`src/rtl/core/fwgb_pkg.sv`:
```
package fwgb_pkg;

  localparam int ATLAS_WORDS    = 65536;
  localparam int ATLAS_AW       = $clog2(ATLAS_WORDS);
  localparam int MAX_GLYPH_SIDE = 8;
  localparam int OFF_W          = (MAX_GLYPH_SIDE > 1) ? $clog2(MAX_GLYPH_SIDE) : 1;
  localparam int QUEUE_DEPTH    = 4;
  localparam int QPTR_W         = $clog2(QUEUE_DEPTH);
  localparam int CFG_IDX_W      = 3;
  localparam int CFG_DATA_W     = 16;

  localparam logic [CFG_IDX_W-1:0] REG_GLYPH_WIDTH  = 3'd0;
  localparam logic [CFG_IDX_W-1:0] REG_GLYPH_HEIGHT = 3'd1;
  localparam logic [CFG_IDX_W-1:0] REG_ATLAS_WIDTH  = 3'd2;
  localparam logic [CFG_IDX_W-1:0] REG_TRANSPARENT  = 3'd3;
  localparam logic [CFG_IDX_W-1:0] REG_MONO_ENABLE  = 3'd4;
  localparam logic [CFG_IDX_W-1:0] REG_MONO_COLOUR  = 3'd5;
  localparam logic [CFG_IDX_W-1:0] REG_DEST_WIDTH   = 3'd6;

  localparam logic OP_LOAD = 1'b0;
  localparam logic OP_DRAW = 1'b1;

  typedef struct packed {
    logic [3:0]  glyph_width;
    logic [3:0]  glyph_height;
    logic [12:0] atlas_width;
    logic [15:0] transparent_colour;
    logic        mono_enable;
    logic [15:0] mono_colour;
    logic [11:0] dest_width;
  } cfg_t;

  // one queued command: a load, or a draw already clipped and located
  typedef struct packed {
    logic             op;
    logic [15:0]      addr;
    logic [15:0]      data;
    logic [10:0]      col0;
    logic [OFF_W-1:0] ncols;
    logic [OFF_W-1:0] nrows;
    logic [21:0]      base;
  } cmd_t;

  function automatic logic [3:0] clamp_side(logic [3:0] s);
    return (s > 4'(MAX_GLYPH_SIDE)) ? 4'(MAX_GLYPH_SIDE) : s;
  endfunction

  function automatic logic [12:0] eff_atlas_width(logic [12:0] w);
    return (w == 13'd0) ? 13'd1 : w;
  endfunction

endpackage

```
`src/rtl/core/fwgb_queue.sv`:
```
module fwgb_queue (
  input  logic           clk,
  input  logic           rst_n,
  input  logic           push,
  input  fwgb_pkg::cmd_t push_data,
  output logic           full,
  input  logic           pop,
  output fwgb_pkg::cmd_t pop_data,
  output logic           empty
);

  fwgb_pkg::cmd_t                mem_r [fwgb_pkg::QUEUE_DEPTH];
  logic [fwgb_pkg::QPTR_W-1:0]   wptr_r;
  logic [fwgb_pkg::QPTR_W-1:0]   rptr_r;
  logic [fwgb_pkg::QPTR_W:0]     count_r;

  assign full     = (count_r == (fwgb_pkg::QPTR_W+1)'(fwgb_pkg::QUEUE_DEPTH));
  assign empty    = (count_r == '0);
  assign pop_data = mem_r[rptr_r];

  always_ff @(posedge clk) begin
    if (push) begin
      mem_r[wptr_r] <= push_data;
    end
  end

  always_ff @(posedge clk) begin
    if (!rst_n) begin
      wptr_r  <= '0;
      rptr_r  <= '0;
      count_r <= '0;
    end else begin
      if (push) begin
        wptr_r <= wptr_r + 1'b1;
      end
      if (pop) begin
        rptr_r <= rptr_r + 1'b1;
      end
      case ({push, pop})
        2'b10:   count_r <= count_r + 1'b1;
        2'b01:   count_r <= count_r - 1'b1;
        default: count_r <= count_r;
      endcase
    end
  end

endmodule

```
`config.mk`:
```
export PLATFORM = sky130hd
export DESIGN_NAME = fwgb_queue
export DESIGN_NICKNAME = d
export VERILOG_FILES = /design/src/rtl/core/fwgb_pkg.sv /design/src/rtl/core/fwgb_queue.sv
export SDC_FILE = /design/constraint.sdc
export NUM_CORES = 1
export LEC_CHECK = 0
export BUFFER_PORTS_ARGS = -buffer_cell sky130_fd_sc_hd__buf_4
export CORE_UTILIZATION = 61
export DETAILED_ROUTE_END_ITERATION = 10
export PLACE_DENSITY = 0.89
export SYNTH_ARGS = -nofsm -noshare
export SYNTH_HDL_FRONTEND = slang
export SYNTH_SLANG_ARGS = --single-unit
```
`constraint.sdc`:
```
create_clock -name clk -period 7 [get_ports clk]
set_clock_uncertainty 0.05 [all_clocks]
set_input_delay 1.4 -clock clk [delete_from_list [all_inputs] [get_ports clk]]
set_output_delay 1.4 -clock clk [all_outputs]
set_load 0.05 [all_outputs]
```
Yosys cells after proc, flatten, opt, wreduce, memory -nomap -nowiden
Memory sizes are Yosys's and may differ from the RTL's. A register that Yosys moved wholly into a read port is not among the register bits. Cells that the tools add are included.

Memories: 1. Memory bits (writable): 288. Logic and storage cells: 18. Bits in registers: 7.

Multiplexer cells: 5. Equality and inequality tests: 3. Add/sub/neg operators: 4. Reductions and logical operators: 2.

Memory list: mem_r (words 4, width 72, read ports 1, clocked after memory_dff 1, wr ports 1, RTL line fwgb_queue.sv:12) `fwgb_pkg::cmd_t mem_r [fwgb_pkg::QUEUE_DEPTH];`.

Operator list (number): 3-bit one-hot mux with 2 select lines (1); 2-bit by 1-bit adder with 2-bit output, second input constant (2); 2-bit 2-to-1 mux (2); 3-bit by 1-bit adder with 3-bit output, second input constant (1); 3-bit equality test, second input constant (1); 3-bit zero test (1); 3-bit by 1-bit subtractor with 3-bit output, second input constant (1); 2-bit by 1-bit equality test with 1-bit output, second input constant (1); 2-bit equality test, second input constant (1); 1-bit 2-to-1 mux (2); 2-bit nonzero test (1).

Longest topological paths before layout
Gate-level depths: netlist (run 1).

Depth after elaboration: 3. Depth in mapped cells: 7.

Worst setup path before layout (run 1)
Ideal clock, no wire load.

Kind: input port to flip-flop. Start point: in push. End point: mem mem_r[0][0] (netlist bit) (enable). Setup slack: 3.427 ns. Required time: 6.512 ns. Cell stages on the path: 1. Library setup time: 0.438 ns. Buffers on the path: 0. Arrival time: 3.085 ns. Path through: and2_1.

Word-level cells in the longest chain between the ends: 2.

RTL lines: start: declaration (RTL line fwgb_queue.sv:4) `input logic push,`; 1-bit 2-to-1 mux (RTL line fwgb_queue.sv:22) `if (push) begin`; 1-bit 2-to-1 mux (implied by the code) (RTL line fwgb_queue.sv:23) `mem_r[wptr_r] <= push_data;`; end: declaration (RTL line fwgb_queue.sv:12).

Every way passes these cells.

==> results of run 1 <==
[per-layer routing]
layer | wire (um) | vias up
li1 | - | 2121
met1 | 7220 | 2461
met2 | 9740 | 176
met3 | 1420 | 22
met4 | 289 | 0
met5 | 0 | -
[cell families after synthesis]
kind of cell	synth area share [%]
mux	15.0
xor+xnor	0.401
buf+inv	1.95
flops	80.9
fa+ha+maj	0.756
compound gates	0.160
simple gates	0.860
[flip-flops by register name, summed over array words and instances (netlist names), named ones only]
signal	cells
rptr_r	2
wptr_r	2
count_r	3
mem_r	288
[worst max-delay path: cells and delay by family (launching register included)]
| family | cells | cell delay (ns) |
|---|---|---|
| flip-flops | 1 | 0.84 |
| multiplexers | 1 | 0.64 |
| buffers and inverters | 2 | 0.88 |
[through the flow]
stage / instances / util, %
floorplan: 422 / -
global placement: 781 / 69.8
global route: 834 / 75.3
finish: 834 / 75.3
detailed placement: 781 / 69.8
CTS: 834 / 75.3
[cells in the final DEF, fill, tap and decap left out, types with 6 or more instances in the layout]
| cell type | instances |
|---|---|
| buf_4 | 150 |
| mux4_2 | 70 |
| clkinv_2 | 8 |
| inv_1 | 6 |
| edfxtp_1 | 288 |
| dfxtp_1 | 7 |
| and2_1 | 6 |
| clkbuf_16 | 29 |
[synthesized netlist by cell type, drive strengths merged]
master / count / area share (%)
edfxtp: 288 / 79
mux4: 72 / 15
buf: 15 / 1.7
and2: 10 / 0.57
dfxtp: 9 / 1.7
inv: 6 / 0.21
ha: 5 / 0.57
xor2: 3 / 0.24
nand2: 2 / 0.069
o21ai: 2 / 0.092
xnor2: 2 / 0.16
a21boi: 1 / 0.069
and3: 1 / 0.057
clkbuf: 1 / 0.034
fa: 1 / 0.18
mux2i: 1 / 0.092
nor2b: 1 / 0.057
nor3: 1 / 0.046
or3: 1 / 0.057
[path summary, 6_finish.rpt]
| path | startpoint | slack, ns | end | cells after the start |
|---|---|---|---|---|
| worst min-delay path | count_r[2] | 0.47 | count_r[2] | 2 |
| worst min register to register | count_r[2] | 0.47 | count_r[2] | 2 |
| worst max register to register | wptr_r[0] | 5.05 | mem_r[2][60] | 3 |
| worst max-delay path | flip-flop | 2.64 | pop_data[64] | 3 |
[where the power goes]
part	switching (uW)	internal, uW	total (uW)
Clock	612	942	1550
Sequential	47.6	2040	2090
Combinational	374	215	589
Total	1030	3200	4230
[final cells by class]
class                   count  area (sq um)
inverters                   6          22.5
flip-flops and latches    297          8840
repair buffers            150          1130
multi-input cells         103          1890
fillers                   957          4300
clock inverters            19           218
well taps                 225           282
clock buffers              34           744
==> run metrics, run 1 <==
outcome complete, no violations; via density per instance between 5 and 6; cell repeated most along the worst path buf_4; post-synth design cell area 10900 sq um; Final WS setup 2.64 ns; YS warnings 0; pins over their slew limit 0; diode count 0; worst-skew pair later-pin latency 0.51 ns; Max-Slew Margin vs Limit 26.2%; DPL Wire Length 10.5 mm; final hold slack between 0.4 and 0.5 ns; port bufs 149; clk root buf clkbuf_16; DR vias 4780; crit-path cells buf_4 > mux4_1 > buf_4; dpl cell area 12200 sq um; Initial Util 62.7%; FP Rows 48; slowest CP cell dfxtp_4; initial antenna violation count 0; layout cells sized above 1 44.2%; sequential share of the synthesized area between 80% and 90%; GR Layer Usage met2 35.2%; cts bufs inserted 29; fin nets 669; area growth from synthesis to layout 20.1%; Residual DRC 0; DRT Wirelength 18.7 mm; largest net degree at the start of global routing 73; clk buf depth 3; arrival time worst endpoint 2.91 ns; post-synth cell types 22; vias in the first global route 5054; Yosys reg bits 297; cts hold-fix bufs 0; final setup fails 0; overall power between 4000 and 5000 uW; syn avg cell area 25.9 sq um; CP Data Required Time 5.55 ns; Post-CTS Resized 0; Peak supply drop 265 uV; Clock Pin Slew Worst Setup and Hold Paths ~0.060 ns; buffer count from post-CTS setup fixing 0; startpoint types flip-flop; die height 136 um; IO Pins 150; CTS H-Tree Depth 1; Die Footprint 18400 sq um; global-route wire length before repair 28.0 mm; Hold Path Class reg2reg; Sink Count ~300; met1 GRT Util between 20% and 30%; Avg WL per Cell 22.4 um; busiest grt layer met2; Pleak 0.00445 uW; cell area after layout around 13000 sq um; crit path max fanout 38; Place WS 3.06 ns; Gate Count Post-Synth 422; CP Class reg2out; Max-Cap Viols 0; Peak Freq 229 MHz; Final Hold Viols 0; GRT overflow 0; Synth Net Count just over 500; met3 GRT Util 5.27%; RePlAce Congestion 0.702; TritonCTS clock tree built; period utilization a little over 60%; 1st-iter DRT viols about 250; Core Area 17400 sq um; final setup TNS 0 ns; gr usage total 20.7%; slew at the pin closest to its max-slew limit 1.11 ns; element type at the critical path end output port; Routed Antenna Nets 0; die width 136 um; RSZ-0062 raised after global routing no; Worst path max stage delay 0.84 ns; Tmin final 4.36 ns; Pwr Density roughly 320 nW/um^2; Pre-Repair DR Iteration Count 4
Power figures use the tool's default switching activity.
==> run 2, diff against run 1 <==
--- a/config.mk
+++ b/config.mk
@@ -6,9 +6,9 @@
 export NUM_CORES = 1
 export LEC_CHECK = 0
 export BUFFER_PORTS_ARGS = -buffer_cell sky130_fd_sc_hd__buf_4
-export CORE_UTILIZATION = 61
+export CORE_UTILIZATION = 51
 export DETAILED_ROUTE_END_ITERATION = 10
-export PLACE_DENSITY = 0.89
+export PLACE_DENSITY = 0.8
 export SYNTH_ARGS = -nofsm -noshare
 export SYNTH_HDL_FRONTEND = slang
 export SYNTH_SLANG_ARGS = --single-unit
==> constraint.sdc (replaced) <==
create_clock -name clk -period 3.55 [get_ports clk]
set_clock_uncertainty 0.05 [all_clocks]
set_input_delay 0.71 -clock clk [delete_from_list [all_inputs] [get_ports clk]]
set_output_delay 0.71 -clock clk [all_outputs]
set_load 0.05 [all_outputs]
==> run 2 against run 1 <==
Via count rose by 1.8%; hold slack got worse by 0.15 ns; critical endpoint is now pop_data[49]; critical path depth did not move; sequential power rose by 96%; core utilization fell by 12 points; power rose by 99%; combinational power rose by 110%; global-route usage fell by 2.3 points; sequential share of layout area fell by 1.1 points; routed wire length rose by 5.6%; die area rose by 19%; design area rose by 1.7%.
==> run metrics, run 2 (synthesis gave the netlist of run 1 again) <==
outcome complete, no violations; sw frac 24.8% (+0.43 points); Pwr Density 631 nW/um^2 (+96%); Reg2Reg Capture Point mem_r[2][32]; port bufs 149 (unchanged); busiest grt layer met2; most frequent cells in the layout edfxtp_1 (288), buf_4 (152), mux4_2 (70); worst-skew pair later-pin latency 0.54 ns (+0.03 ns); CP Data Required Time 2.79 ns (-2.76 ns); Largest register FFs 288 (unchanged); Place WS 0.994 ns (-2.06 ns); Clock Pin Slew Worst Setup and Hold Paths 0.06 ns (about the same); via density per instance 5.44 (-5.1%); element type at the critical path end output port; Psw 2090 uW (+100%); FF-to-FF path depth 4 (+1); met3 GRT Util 3.37% (-1.9 points); Final Hold Viols 0 (unchanged); Initial Util 51.9% (-11 points); Core Area 21000 sq um (+21%); period utilization 86.1%; CTS H-Tree Depth 1 (unchanged); met1 GRT Util 24.4% (-2.6 points); 1st-iter DRT viols 302 (+21%); Post-CTS Resized 0 (unchanged); cts bufs inserted 29 (unchanged); vias in the first global route 5230 (+3.5%); Peak supply drop 466 uV (+76%); cts hold-fix bufs 0 (unchanged); GR Layer Usage met2 31.2% (-3.9 points); fin nets 677 (+1.2%); Peak Freq 327 MHz; die width 148 um (+9.2%); area growth from synthesis to layout 22.2%; RePlAce Congestion 0.679 (-3.4%); slew at the pin closest to its max-slew limit 0.734 ns (-0.373 ns); largest net degree at the start of global routing 46 (-37%); IO Pins 150 (unchanged); arrival time worst endpoint 2.30 ns (-0.61 ns); DPL Wire Length 12.1 mm (+15%); FP Rows 53 (+10%); largest register by flop count mem_r; cell area after layout 13300 sq um (+1.7%); clk buf depth 3 (unchanged); GRT overflow 0 (unchanged); most common cell after layout, fill and taps aside edfxtp_1; Logic pwr share 14.4% (+0.5 points); startpoint types flip-flop; sequential cell fraction of total power 48.7% (-0.7 points); Pre-Repair DR Iteration Count 4 (unchanged); final setup TNS 0 ns (unchanged); die height 148 um (+9.2%); Min-Delay Endpoint mem_r[3][1]; Pleak 0.00452 uW (+1.4%); clk root buf clkbuf_16; Die Footprint 22000 sq um (+19%); RSZ-0062 raised after global routing no; Sink Count 297 (unchanged); final setup fails 0 (unchanged); crit path max fanout 23 (-39%); Max-Cap Viols 0 (unchanged); Routed Antenna Nets 0 (unchanged); Clk pwr share 36.9% (+0.2 points); Final WS setup 0.494 ns (-2.14 ns); Max-Slew Margin vs Limit 51.1% (+25 points); pins over their slew limit 0 (unchanged); Hold Path Class in2reg; layout cells sized above 1 45.1% (+0.97 points); Int Pwr 6330 uW (+98%); Min-Delay Path Depth 1 (-1); largest registers mem_r (288), count_r (3); global-route wire length before repair 30.0 mm (+7.5%); worst r2r src wptr_r[0]; Residual DRC 0 (unchanged); gr usage total 18.3% (-2.3 points); dpl cell area 12400 sq um (+1.6%); buffer count from post-CTS setup fixing 0 (unchanged); initial antenna violation count 2 (+2); DR vias 4868 (+1.8%); R2R Setup Slk 1.69 ns (-3.36 ns); Tmin final 3.06 ns; CP Class reg2out; DRT Wirelength 19.7 mm (+5.6%); Avg WL per Cell 22.0 um (-1.6%); hold wc startpoint push_data[1]; TritonCTS clock tree built
[run 2: changes by cell type in the layout (fill, tap and decap cells not counted), sizes merged]
cell	previous run	this run
diode	0	2
clkbuf	34	31
clkinv	13	14
clkinvlp	0	2
inv	7	8
buf	150	158
[run 2: through the flow]
stage / total power [uW] / cells / hold WS (ns) / util [%]
2_1_floorplan: 5010 / 422 / 0.423 / -
3_3_place_gp: 5370 / 839 / 0.431 / 58.8
3_5_place_dp: 5400 / 839 / 0.469 / 58.8
4_1_cts: 8510 / 893 / 0.296 / 63.4
5_1_grt: 8700 / 893 / 0.297 / 63.4
6_report: 8420 / 895 / 0.317 / 63.5
[run 2: per-layer routing]
metal	vias up	share of wire, %	wire length [um]
li1	2149	-	-
met3	31	5.5	1090
met4	0	1.8	352
met5	-	0	0
met2	144	52	10200
met1	2544	41	8100
[run 2: layout make-up]
class,count,area (sq um)
tap,275,344
clock inverter,23,250
multi-input combinational,103,1890
inverter,6,22.5
antenna,2,5.00
clock buffer,31,733
timing repair buffer,158,1260
sequential,297,8840
fill,1392,7680
[run 2: critical path, stage by stage, from the launching register on]
cell and delay (ns):
dfxtp_4 0.67, buf_4 0.33, mux4_2 0.53, buf_4 0.21
[run 2: power groups by stage]
stage / Sequential (uW) / Clock, uW / Combinational (uW)
after global routing: 4110 / 3320 / 1270
after floorplan: 4130 / 0 / 879
after global placement: 4160 / 0 / 1210
after CTS: 4100 / 3170 / 1230
after detailed placement: 4180 / 0 / 1230
final: 4100 / 3110 / 1210
[run 2: worst max-delay path by stage]
stage,startpoint,endpoint,slack (ns)
final,flip-flop,pop_data[49],0.49
after global routing,flip-flop,pop_data[49],0.35
after global placement,flip-flop,pop_data[37],1.0
after floorplan,push,mem_r[0][0],0.67
after detailed placement,flip-flop,pop_data[37],0.99
after CTS,flip-flop,pop_data[49],0.42
