[src/rtl/core/fwgb_pkg.sv]
package fwgb_pkg;

  localparam int ATLAS_WORDS    = 65536;
  localparam int ATLAS_AW       = $clog2(ATLAS_WORDS);
  localparam int MAX_GLYPH_SIDE = 8;
  localparam int OFF_W          = (MAX_GLYPH_SIDE > 1) ? $clog2(MAX_GLYPH_SIDE) : 1;
  localparam int QUEUE_DEPTH    = 4;
  localparam int QPTR_W         = $clog2(QUEUE_DEPTH);
  localparam int CFG_IDX_W      = 3;
  localparam int CFG_DATA_W     = 16;

  localparam logic [CFG_IDX_W-1:0] REG_GLYPH_WIDTH  = 3'd0;
  localparam logic [CFG_IDX_W-1:0] REG_GLYPH_HEIGHT = 3'd1;
  localparam logic [CFG_IDX_W-1:0] REG_ATLAS_WIDTH  = 3'd2;
  localparam logic [CFG_IDX_W-1:0] REG_TRANSPARENT  = 3'd3;
  localparam logic [CFG_IDX_W-1:0] REG_MONO_ENABLE  = 3'd4;
  localparam logic [CFG_IDX_W-1:0] REG_MONO_COLOUR  = 3'd5;
  localparam logic [CFG_IDX_W-1:0] REG_DEST_WIDTH   = 3'd6;

  localparam logic OP_LOAD = 1'b0;
  localparam logic OP_DRAW = 1'b1;

  typedef struct packed {
    logic [3:0]  glyph_width;
    logic [3:0]  glyph_height;
    logic [12:0] atlas_width;
    logic [15:0] transparent_colour;
    logic        mono_enable;
    logic [15:0] mono_colour;
    logic [11:0] dest_width;
  } cfg_t;

  // one queued command: a load, or a draw already clipped and located
  typedef struct packed {
    logic             op;
    logic [15:0]      addr;
    logic [15:0]      data;
    logic [10:0]      col0;
    logic [OFF_W-1:0] ncols;
    logic [OFF_W-1:0] nrows;
    logic [21:0]      base;
  } cmd_t;

  function automatic logic [3:0] clamp_side(logic [3:0] s);
    return (s > 4'(MAX_GLYPH_SIDE)) ? 4'(MAX_GLYPH_SIDE) : s;
  endfunction

  function automatic logic [12:0] eff_atlas_width(logic [12:0] w);
    return (w == 13'd0) ? 13'd1 : w;
  endfunction

endpackage

[src/rtl/core/fwgb_front.sv]
module fwgb_front (
  input  logic               clk,
  input  logic               rst_n,
  input  fwgb_pkg::cfg_t     cfg,
  input  logic               start,
  output logic               busy,
  input  logic               in_op,
  input  logic [15:0]        in_atlas_addr,
  input  logic [15:0]        in_atlas_data,
  input  logic [7:0]         in_char_code,
  input  logic signed [15:0] in_pos_x,
  input  logic signed [15:0] in_pos_y,
  input  logic [10:0]        in_clip_left,
  input  logic [10:0]        in_clip_top,
  input  logic [10:0]        in_clip_right,
  input  logic [10:0]        in_clip_bottom,
  input  logic               q_full,
  output logic               q_push,
  output fwgb_pkg::cmd_t     q_data
);

  localparam int DIVD_W = 12;

  typedef enum logic [4:0] {
    F_IDLE = 5'b00001,
    F_DIV  = 5'b00010,
    F_MUL1 = 5'b00100,
    F_MUL2 = 5'b01000,
    F_PUSH = 5'b10000
  } front_state_t;

  front_state_t state_r, state_nxt;

  logic [3:0]                 gw_r, gh_r;
  logic [12:0]                aw_r;
  logic signed [15:0]         x_r, y_r;
  logic [10:0]                cl_r, ct_r, cr_r, cb_r;
  logic [12:0]                rem_r;
  logic [DIVD_W-1:0]          quo_r;
  logic [3:0]                 cnt_r;
  logic [10:0]                col0_r, sy_r;
  logic [fwgb_pkg::OFF_W-1:0] u0_r, v0_r, ncols_r, nrows_r;
  logic                       nonempty_r;
  logic [15:0]                gb_r, vaw_r, src0_r;
  logic [21:0]                base_r;

  logic [3:0]         gw_in, gh_in;
  logic               accept;
  logic [13:0]        rem_sh;
  logic               ge;
  logic signed [17:0] xs, xe, ys, ye, sx, ex, sy, ey;
  logic signed [17:0] cl18, ct18, cr18, cb18;

  assign gw_in  = fwgb_pkg::clamp_side(cfg.glyph_width);
  assign gh_in  = fwgb_pkg::clamp_side(cfg.glyph_height);
  assign busy   = (state_r != F_IDLE) || q_full;
  assign accept = start && !busy;

  // restoring divide step for start / atlas_width
  assign rem_sh = {rem_r, quo_r[DIVD_W-1]};
  assign ge     = (rem_sh >= {1'b0, aw_r});

  // clip box against the placed glyph
  always_comb begin
    xs   = 18'(x_r);
    ys   = 18'(y_r);
    xe   = xs + signed'({14'd0, gw_r}) - 18'sd1;
    ye   = ys + signed'({14'd0, gh_r}) - 18'sd1;
    cl18 = signed'({7'd0, cl_r});
    ct18 = signed'({7'd0, ct_r});
    cr18 = signed'({7'd0, cr_r});
    cb18 = signed'({7'd0, cb_r});
    sx   = (xs > cl18) ? xs : cl18;
    ex   = (xe < cr18) ? xe : cr18;
    sy   = (ys > ct18) ? ys : ct18;
    ey   = (ye < cb18) ? ye : cb18;
  end

  always_comb begin
    state_nxt = state_r;
    case (state_r)
      F_IDLE: begin
        if (accept && (in_op == fwgb_pkg::OP_DRAW) && (gw_in != 4'd0) && (gh_in != 4'd0)) begin
          state_nxt = F_DIV;
        end
      end
      F_DIV: begin
        if (cnt_r == 4'd0) begin
          state_nxt = F_MUL1;
        end
      end
      F_MUL1: state_nxt = nonempty_r ? F_MUL2 : F_IDLE;
      F_MUL2: state_nxt = F_PUSH;
      F_PUSH: begin
        if (!q_full) begin
          state_nxt = F_IDLE;
        end
      end
      default: state_nxt = F_IDLE;
    endcase
  end

  always_ff @(posedge clk) begin
    if (!rst_n) begin
      state_r <= F_IDLE;
    end else begin
      state_r <= state_nxt;
    end
  end

  always_ff @(posedge clk) begin
    case (state_r)
      F_IDLE: begin
        gw_r  <= gw_in;
        gh_r  <= gh_in;
        aw_r  <= fwgb_pkg::eff_atlas_width(cfg.atlas_width);
        x_r   <= in_pos_x;
        y_r   <= in_pos_y;
        cl_r  <= in_clip_left;
        ct_r  <= in_clip_top;
        cr_r  <= in_clip_right;
        cb_r  <= in_clip_bottom;
        rem_r <= '0;
        quo_r <= DIVD_W'(in_char_code) * DIVD_W'(gw_in);
        cnt_r <= 4'(DIVD_W - 1);
      end
      F_DIV: begin
        rem_r      <= ge ? 13'(rem_sh - {1'b0, aw_r}) : rem_sh[12:0];
        quo_r      <= {quo_r[DIVD_W-2:0], ge};
        cnt_r      <= cnt_r - 1'b1;
        nonempty_r <= (sx <= ex) && (sy <= ey);
        col0_r     <= sx[10:0];
        sy_r       <= sy[10:0];
        u0_r       <= fwgb_pkg::OFF_W'(sx - xs);
        v0_r       <= fwgb_pkg::OFF_W'(sy - ys);
        ncols_r    <= fwgb_pkg::OFF_W'(ex - sx);
        nrows_r    <= fwgb_pkg::OFF_W'(ey - sy);
      end
      F_MUL1: begin
        gb_r   <= 16'(gh_r) * 16'(quo_r);
        vaw_r  <= 16'(v0_r) * 16'(aw_r);
        base_r <= 22'(sy_r) * 22'(cfg.dest_width);
      end
      F_MUL2: begin
        // origin plus the first clipped pixel, all modulo 2^16
        src0_r <= 16'(rem_r) + 16'(gb_r * 16'(aw_r)) + vaw_r + 16'(u0_r);
      end
      default: begin
      end
    endcase
  end

  always_comb begin
    q_push = 1'b0;
    q_data = '0;
    if (state_r == F_PUSH) begin
      q_push       = !q_full;
      q_data.op    = fwgb_pkg::OP_DRAW;
      q_data.addr  = src0_r;
      q_data.col0  = col0_r;
      q_data.ncols = ncols_r;
      q_data.nrows = nrows_r;
      q_data.base  = base_r;
    end else if (accept && (in_op == fwgb_pkg::OP_LOAD)) begin
      q_push      = 1'b1;
      q_data.op   = fwgb_pkg::OP_LOAD;
      q_data.addr = in_atlas_addr;
      q_data.data = in_atlas_data;
    end
  end

endmodule

[config.mk]
export PLATFORM = sky130hd
export DESIGN_NAME = fwgb_front
export DESIGN_NICKNAME = d
export VERILOG_FILES = /design/src/rtl/core/fwgb_pkg.sv /design/src/rtl/core/fwgb_front.sv
export SDC_FILE = /design/constraint.sdc
export NUM_CORES = 1
export LEC_CHECK = 0
export ABC_AREA = 0
export BUFFER_PORTS_ARGS = -buffer_cell sky130_fd_sc_hd__buf_4
export CAP_MARGIN = 20
export CELL_PAD_IN_SITES_DETAIL_PLACEMENT = 1
export CELL_PAD_IN_SITES_GLOBAL_PLACEMENT = 1
export CORE_UTILIZATION = 52
export DETAILED_ROUTE_END_ITERATION = 16
export HOLD_SLACK_MARGIN = 0.08
export PLACE_DENSITY = 0.93
export RECOVER_POWER = 25
export SLEW_MARGIN = 20
export SYNTH_ARGS = -nofsm -noshare
export SYNTH_HDL_FRONTEND = slang
export SYNTH_SLANG_ARGS = --single-unit
[constraint.sdc]
create_clock -name clk -period 10.42 [get_ports clk]
set_clock_uncertainty 0.15 [all_clocks]
set_input_delay 1.042 -clock clk [delete_from_list [all_inputs] [get_ports clk]]
set_output_delay 1.042 -clock clk [all_outputs]
set_load 0.03 [all_outputs]
# --- Yosys cells after proc, flatten, opt, wreduce, memory -nomap -nowiden ---
# Index checks and enable logic that the tools add are counted.
word_totals:
  ff_bits: 236
  wordCells: 97
  input_bits: 187
  out_inout_bits: 74
classes:
  eq_ne: 9
  bitwise_logic: 1
  reduce_logical: 15
  multipliers: 5
  addsub: 13
  n_mux: 21
  n_lt_le_gt_ge: 9
ops:
  columns: ["op", "n"]
  rows:
  - ["2-to-1 mux 18 bit", 4]
  - ["2-to-1 mux 39 bit", 1]
  - ["less-or-equal comparator 18 bit", 2]
  - ["less-than comparator 18 x 12 -> 1 bit", 2]
  - ["subtractor 17 x 2 -> 18 bit (second input constant)", 2]
  - ["adder 16 x 5 -> 17 bit", 2]
  - ["greater-than comparator 16 x 12 -> 1 bit", 2]
  - ["2-to-1 mux 32 bit", 1]
  - ["case mux 13 bit (2 select lines)", 1]
  - ["case mux 5 bit (5 select lines)", 1]
  - ["case mux 12 bit (2 select lines)", 1]
  - ["multiplier 11 x 12 -> 22 bit", 1]
  - ["2-to-1 mux 17 bit", 1]
  - ["adder 13 x 16 -> 16 bit", 1]
  - ["adder 16 bit", 1]
  - ["adder 16 x 3 -> 16 bit", 1]
  - ["multiplier 16 x 13 -> 16 bit", 1]
  - ["multiplier 3 x 13 -> 16 bit", 1]
  - ["multiplier 4 x 12 -> 16 bit", 1]
  - ["2-to-1 mux 16 bit", 1]
  - ["2-to-1 mux 5 bit", 3]
  - ["greater-or-equal comparator 14 x 13 -> 1 bit", 1]
  - ["zero test 13 bit", 1]
  - ["2-to-1 mux 13 bit", 1]
  - ["23 further kinds", 39]

# --- Logic depth before layout (Yosys ltp) ---
# Gate-level depths: netlist of the first run.
depth:
  ltp_word: 9
  depth_mapped: 31
  depth_no_buf: 28

# --- Least setup slack after synthesis of the first run ---
# No wires, ideal clock.
synth_path:
  kind: "register -> register"
  from: "register gh_r[1]"
  to: "register nonempty_r (data pin)"
  arrival_time_ns: 5.815
  setup_slack_ns: 4.303
  n_path_buf: 3
  path_stages_with_launch: 31
  setup_time_ns: 0.152
  required_ns: 10.118
  cell_sequence: "edfxtp_1 > clkbuf_1 > inv_1 > ha_1 > inv_1 > ha_1 > inv_1 > fa_1 > nor2b_1 > o31a_1 > o21a_1 > nor2_1 > xnor2_1 > ha_1 > a2111oi_0 > a21oi_1 > a211o_1 > nor3_1 > nand4_1 > ha_1 > clkbuf_1 > buf_1 > mux2i_1 > ha_1 > a21o_1 > a21o_1 > a221oi_1 > o21ai_0 > a221oi_1 > o21ai_0 > a31oi_1"
synth_via:
  elab_chain_len: 6
synth_lines:
  columns: ["element", "line", "source"]
  rows:
  - ["start, declared", "fwgb_front.sv:34", "logic [3:0] gw_r, gh_r;"]
  - ["start signal, assigned", "fwgb_front.sv:115", "gh_r <= gh_in;"]
  - ["adder 16 x 5 -> 17 bit *", "fwgb_front.sv:68", "ye = ys + signed'({14'd0, gh_r}) - 18'sd1;"]
  - ["subtractor 17 x 2 -> 18 bit *", "fwgb_front.sv:68", null]
  - ["less-than comparator 18 x 12 -> 1 bit", "fwgb_front.sv:76", "ey = (ye < cb18) ? ye : cb18;"]
  - ["2-to-1 mux 18 bit *", "fwgb_front.sv:76", null]
  - ["less-or-equal comparator 18 bit *", "fwgb_front.sv:131", "nonempty_r <= (sx <= ex) && (sy <= ey);"]
  - ["logical AND 1 bit *", "fwgb_front.sv:131", null]
  - ["end signal, assigned", "fwgb_front.sv:131", null]
  - ["end, declared", "fwgb_front.sv:43", "logic nonempty_r;"]
# Mark *: on every way between the ends. The rest lies on a longest branch, timed or not.
# A chain may end at the register's enable or synchronous reset.

# --- Worst setup path after layout of the first run ---
# Ends and elaborated chain as after synthesis.

==> results of run 1 <==
==> cell usage after synthesis (all sizes together) (17+ instances only) <==
master  instances
o21a           38
ha            297
xnor2          98
nand2         291
and2          199
mux2i          49
a21oi          76
clkbuf         82
xor2           28
edfxtp        231
nor2           98
nand3          19
nor3           21
a22o           17
nor2b          26
fa            247
o21ai          49
inv           449
a21o           44
==> metrics by stage <==
step | util (%) | cells | hold WS [ns] | worst slack (ns) | instance area (um2)
2_1_floorplan | - | 2537 | 0.3181 | 4.303 | 25170
5_1_grt | 59.10 | 3351 | 0.4550 | 2.968 | 28220
4_1_cts | 59.28 | 3351 | 0.4367 | 3.561 | 28300
3_3_place_gp | 57.24 | 3295 | 0.4014 | 3.780 | 27330
3_5_place_dp | 57.24 | 3295 | 0.4178 | 3.588 | 27330
6_report | 59.10 | 3352 | 0.4285 | 3.512 | 28220
==> per-layer routing <==
| metal | global-route usage (%) | share of wire, % |
|---|---|---|
| met5 | 0 | 0.12 |
| met3 | 4.307 | 5.4 |
| met1 | 33.90 | 39 |
| met2 | 55.18 | 52 |
| met4 | 10.04 | 3.2 |
==> sequential cells by signal, summed over array words and instances, names as in the netlist, 4 cells and up <==
register,flops
x_r,16
vaw_r,16
sy_r,11
cb_r,11
cr_r,11
src0_r,16
col0_r,11
gb_r,16
base_r,22
quo_r,12
gh_r,4
aw_r,13
y_r,16
cnt_r,4
ct_r,11
cl_r,11
state_r,5
gw_r,4
rem_r,13
==> cell type report <==
type	count	area, um2
fillers	5259	19530
flip-flops and latches	236	7037
multi-input cells	1760	16060
diodes	1	2.502
clock inverters	22	188.9
well taps	615	769.5
clock buffers	34	787.0
repair buffers	235	1682
inverters	449	1689
==> worst max-delay path, delay by kind of cell, from the launching register on <==
family / cells / cell delay, ns
buf+inv: 3 / 0.28
compound gates: 13 / 2.38
fa+ha+maj: 6 / 2.28
mux: 1 / 0.30
xor+xnor: 1 / 0.25
flops: 1 / 0.62
simple gates: 4 / 0.49
==> final timing paths <==
path              startpoint         end  slack (ns)  cells past startpoint
setup reg to reg     gh_r[1]  nonempty_r        3.51                     28
setup / recovery     gh_r[1]  nonempty_r        3.51                     28
hold / removal    state_r[2]  state_r[2]        0.43                      2
hold reg to reg   state_r[2]  state_r[2]        0.43                      2
==> kinds of logic (layout without fill, tap and decap cells) <==
| group | after synthesis | in the layout | share of synthesized area, % |
|---|---|---|---|
| AO/OA/AOI/OAI | 307 | 307 | 8.383 |
| flip-flops | 236 | 236 | 27.96 |
| adder cells (fa/ha/maj) | 544 | 544 | 34.42 |
| XOR/XNOR | 126 | 126 | 4.385 |
| multiplexers | 55 | 55 | 2.217 |
| other | 0 | 1 | 0 |
| AND/OR/NAND/NOR | 728 | 728 | 14.39 |
| buffers and inverters | 541 | 740 | 8.243 |
==> metrics.txt, run 1 <==
clk sinks 236; largest net degree at the start of global routing 60; Total Die Area 0.04928 mm2; Final nets 3443; chip width 222.0 um; core area 0.04775 mm2; Clk Latency, worst-skew pair 0.58 ns; Synth cell types 76; drt pass-1 iters 5; Initial Utilization 52.71%; Seq/Total Area, Yosys 27.96%; Slowest-stage cell, CP ha_1; GPL Wtd Cong 0.8887; critical path's largest stage delay 0.82 ns; data arrival time of the worst path 7.19 ns; Crit Path Max Fanout 17; Vias/cell 5.629; Hold WC Path Type flip-flop to flip-flop; commonest non-fill, non-tap cells in the layout inv_1 (447), ha_1 (297), nand2_1 (290); # hold bufs at CTS 0; Worst slew margin -13.93%; status complete, but fails checks; Ys Warns 0; detail-routed net length per standard cell 21.37 um; total CTS buffers 30; Syn Nets 3268; Synth Flop Type edfxtp_1; setup_tns 0 ns; CTS H-Tree Depth 1; CTS tree done; Die Height 222.0 um; WL final 71620 um; root buffer cell clkbuf_16; initial antenna violation count 7; Post-synth EDFFs 231; RSZ-0062 raised after global routing false; most frequent CP cell ha_1; Async SR Flop Fraction 0%; WS Path Type flip-flop to flip-flop; Setup Viol. Count Final 0; Worst Max-Slew Pin Slew 1.709 ns; Clock Tree Buf Depth 3; DR vias 18870; dominant cell type by area after synthesis edfxtp_1; HPWL after DPL 58040 um; antenna-violating nets left 0; Fin. Hold Viols 0; post-CTS sizing 0; GR Util All Layers 29.39%; Cells after Synth 2537; Highest Clock Rate 0.1448 GHz; share of cells above drive strength 1 10.71%; first-pass GRT wire length 113900 um; total grt overflow 0; fin crit period 6.908 ns; Worst Path Required 10.70 ns; drt drc 0; Final period util 66.30%; Pins Over Slew Limit 89; CP Launch Type flip-flop; Synth Register Bits 236; Max-cap violations 3; failing checks capacitance limit, slew limit; most common cell after layout, fill and taps aside inv_1; Worst Setup End Kind flip-flop; Iter 0 DRT Violations 953; top cells by area, synth edfxtp_1 (28%), fa_1 (20%), ha_1 (15%); # IOs 261; Layout area overhead 12.13%; post-CTS setup buffers 0; Core Rows 80; number of global-route vias before repair 21790; Synth top area share 27.56%; syn_area_per_cell 9.919 um2; CTS clk-pin slew, worst paths 0.06 ns; Post-Syn Area 0.02517 mm2; PortBufs 227
Power of run 1 is not shown: default switching activity piles up to over one toggle a cycle in this logic, so the estimate is an artifact.
==> run 2, diff against run 1 <==
--- a/config.mk
+++ b/config.mk
@@ -10,10 +10,10 @@
 export CAP_MARGIN = 20
 export CELL_PAD_IN_SITES_DETAIL_PLACEMENT = 1
 export CELL_PAD_IN_SITES_GLOBAL_PLACEMENT = 1
-export CORE_UTILIZATION = 52
+export CORE_UTILIZATION = 48
 export DETAILED_ROUTE_END_ITERATION = 16
 export HOLD_SLACK_MARGIN = 0.08
-export PLACE_DENSITY = 0.93
+export PLACE_DENSITY = 0.87
 export RECOVER_POWER = 25
 export SLEW_MARGIN = 20
 export SYNTH_ARGS = -nofsm -noshare
==> constraint.sdc (replaced) <==
create_clock -name clk -period 7.24 [get_ports clk]
set_clock_uncertainty 0.15 [all_clocks]
set_input_delay 0.724 -clock clk [delete_from_list [all_inputs] [get_ports clk]]
set_output_delay 0.724 -clock clk [all_outputs]
set_load 0.03 [all_outputs]
==> metrics.txt, run 2 (synthesis results as in run 1) <==
Total Die Area 0.05335 mm2; largest net degree at the start of global routing 60; Worst Path Required 7.53 ns; Fin. Hold Viols 0; core area 0.05151 mm2; Clock Tree Buf Depth 3; CP Launch Type flip-flop; Hold WC Path Type primary input to flip-flop; Crit Path Max Fanout 13; Final period util 93.31%; ANT cells 0; Iter 0 DRT Violations 914; hold_sp in_pos_x[5]; antenna-violating nets left 0; critical path's largest stage delay 0.62 ns; Die Height 231.0 um; largest register by flop count base_r; max FFs per register 22; Vias/cell 5.510; status complete, but fails checks; commonest non-fill, non-tap cells in the layout inv_1 (447), ha_1 (297), nand2_1 (290); Filler Cells Inserted 5853; HPWL after DPL 54740 um; Worst Setup End Kind flip-flop; post-CTS setup buffers 0; Clk Latency, worst-skew pair 0.60 ns; root buffer cell clkbuf_16; Pins Over Slew Limit 32; setup_tns 0 ns; Slowest-stage cell, CP edfxtp_1; most frequent CP cell ha_1; Initial Utilization 48.86%; Core Rows 83; detail-routed net length per standard cell 20.27 um; drt pass-1 iters 5; most common cell after layout, fill and taps aside inv_1; Worst Max-Slew Pin Slew 1.579 ns; drt drc 0; Layout area overhead 12.16%; initial antenna violation count 5; reg2reg path depth 28; CTS tree done; total CTS buffers 30; # hold bufs at CTS 0; Final nets 3444; Placed Instances 3361; clk sinks 236; RSZ-0062 raised after global routing false; hold slack 0.1727 ns; number of global-route vias before repair 21270; CTS H-Tree Depth 1; Max-cap violations 1; CP endpoint nonempty_r; Setup Viol. Count Final 0; R2R Setup Slk 0.48 ns; Worst slew margin -5.291%; chip width 231.0 um; Highest Clock Rate 0.1480 GHz; GPL Wtd Cong 0.8966; DR vias 18810; fin cells 3413; total grt overflow 0; FF-to-FF End nonempty_r; GR Util All Layers 26.24%; PortBufs 227; # IOs 261; CTS clk-pin slew, worst paths 0.07 ns; WS Path Type flip-flop to flip-flop; worst reg2reg path startpoint gh_r[1]; data arrival time of the worst path 7.05 ns; post-CTS sizing 0; crit path launch gh_r[1]; WL final 69180 um; failing checks capacitance limit, slew limit; fin crit period 6.756 ns; share of cells above drive strength 1 10.54%; first-pass GRT wire length 110300 um
[run 2: worst min-delay path by stage]
| stage | to | slack (ns) | depth (start not counted) |
|---|---|---|---|
| 2_1_floorplan | state_r[3] | 0.32 | 2 |
| 3_3_place_gp | state_r[2] | 0.40 | 2 |
| 3_5_place_dp | state_r[2] | 0.43 | 2 |
| 4_1_cts | x_r[9] | 0.12 | 1 |
| 5_1_grt | cl_r[10] | 0.15 | 1 |
| 6_report | x_r[5] | 0.17 | 1 |
[run 2: layout make-up]
type / instances / area, um2 / area share (%)
clock buffer: 36 / 794.5 / 2.815
clock inverter: 16 / 112.6 / 0.3990
inverter: 449 / 1689 / 5.985
multi-input combinational: 1760 / 16060 / 56.91
sequential: 236 / 7037 / 24.93
tap: 680 / 850.8 / 3.014
timing repair buffer: 236 / 1678 / 5.945
[run 2: metal layers]
layer	GRT usage (%)	vias to the layer above	wire length (um)
met5	0	-	68
met4	8.609	10	2103
met3	3.743	153	3678
met2	48.56	523	35650
met1	30.93	9506	27680
li1	-	8615	-
[run 2: critical path: cells and delay by family, from the launching register on]
kind	cells	cell delay (ns)
flip-flops	1	0.62
multiplexers	1	0.23
XOR/XNOR	1	0.15
AO/OA/AOI/OAI	12	2.39
adder cells (fa/ha/maj)	6	1.97
AND/OR/NAND/NOR	4	0.55
buffers and inverters	4	0.53
[run 2: metrics by stage]
step	util [%]	setup WS [ns]	area, um2
2_1_floorplan	-	1.123	25170
3_3_place_gp	53.23	0.8296	27420
3_5_place_dp	53.23	0.4862	27420
4_1_cts	54.99	0.4790	28320
5_1_grt	54.80	0.07997	28220
6_report	54.80	0.4842	28220
Power of run 2 is left out for the same reason.
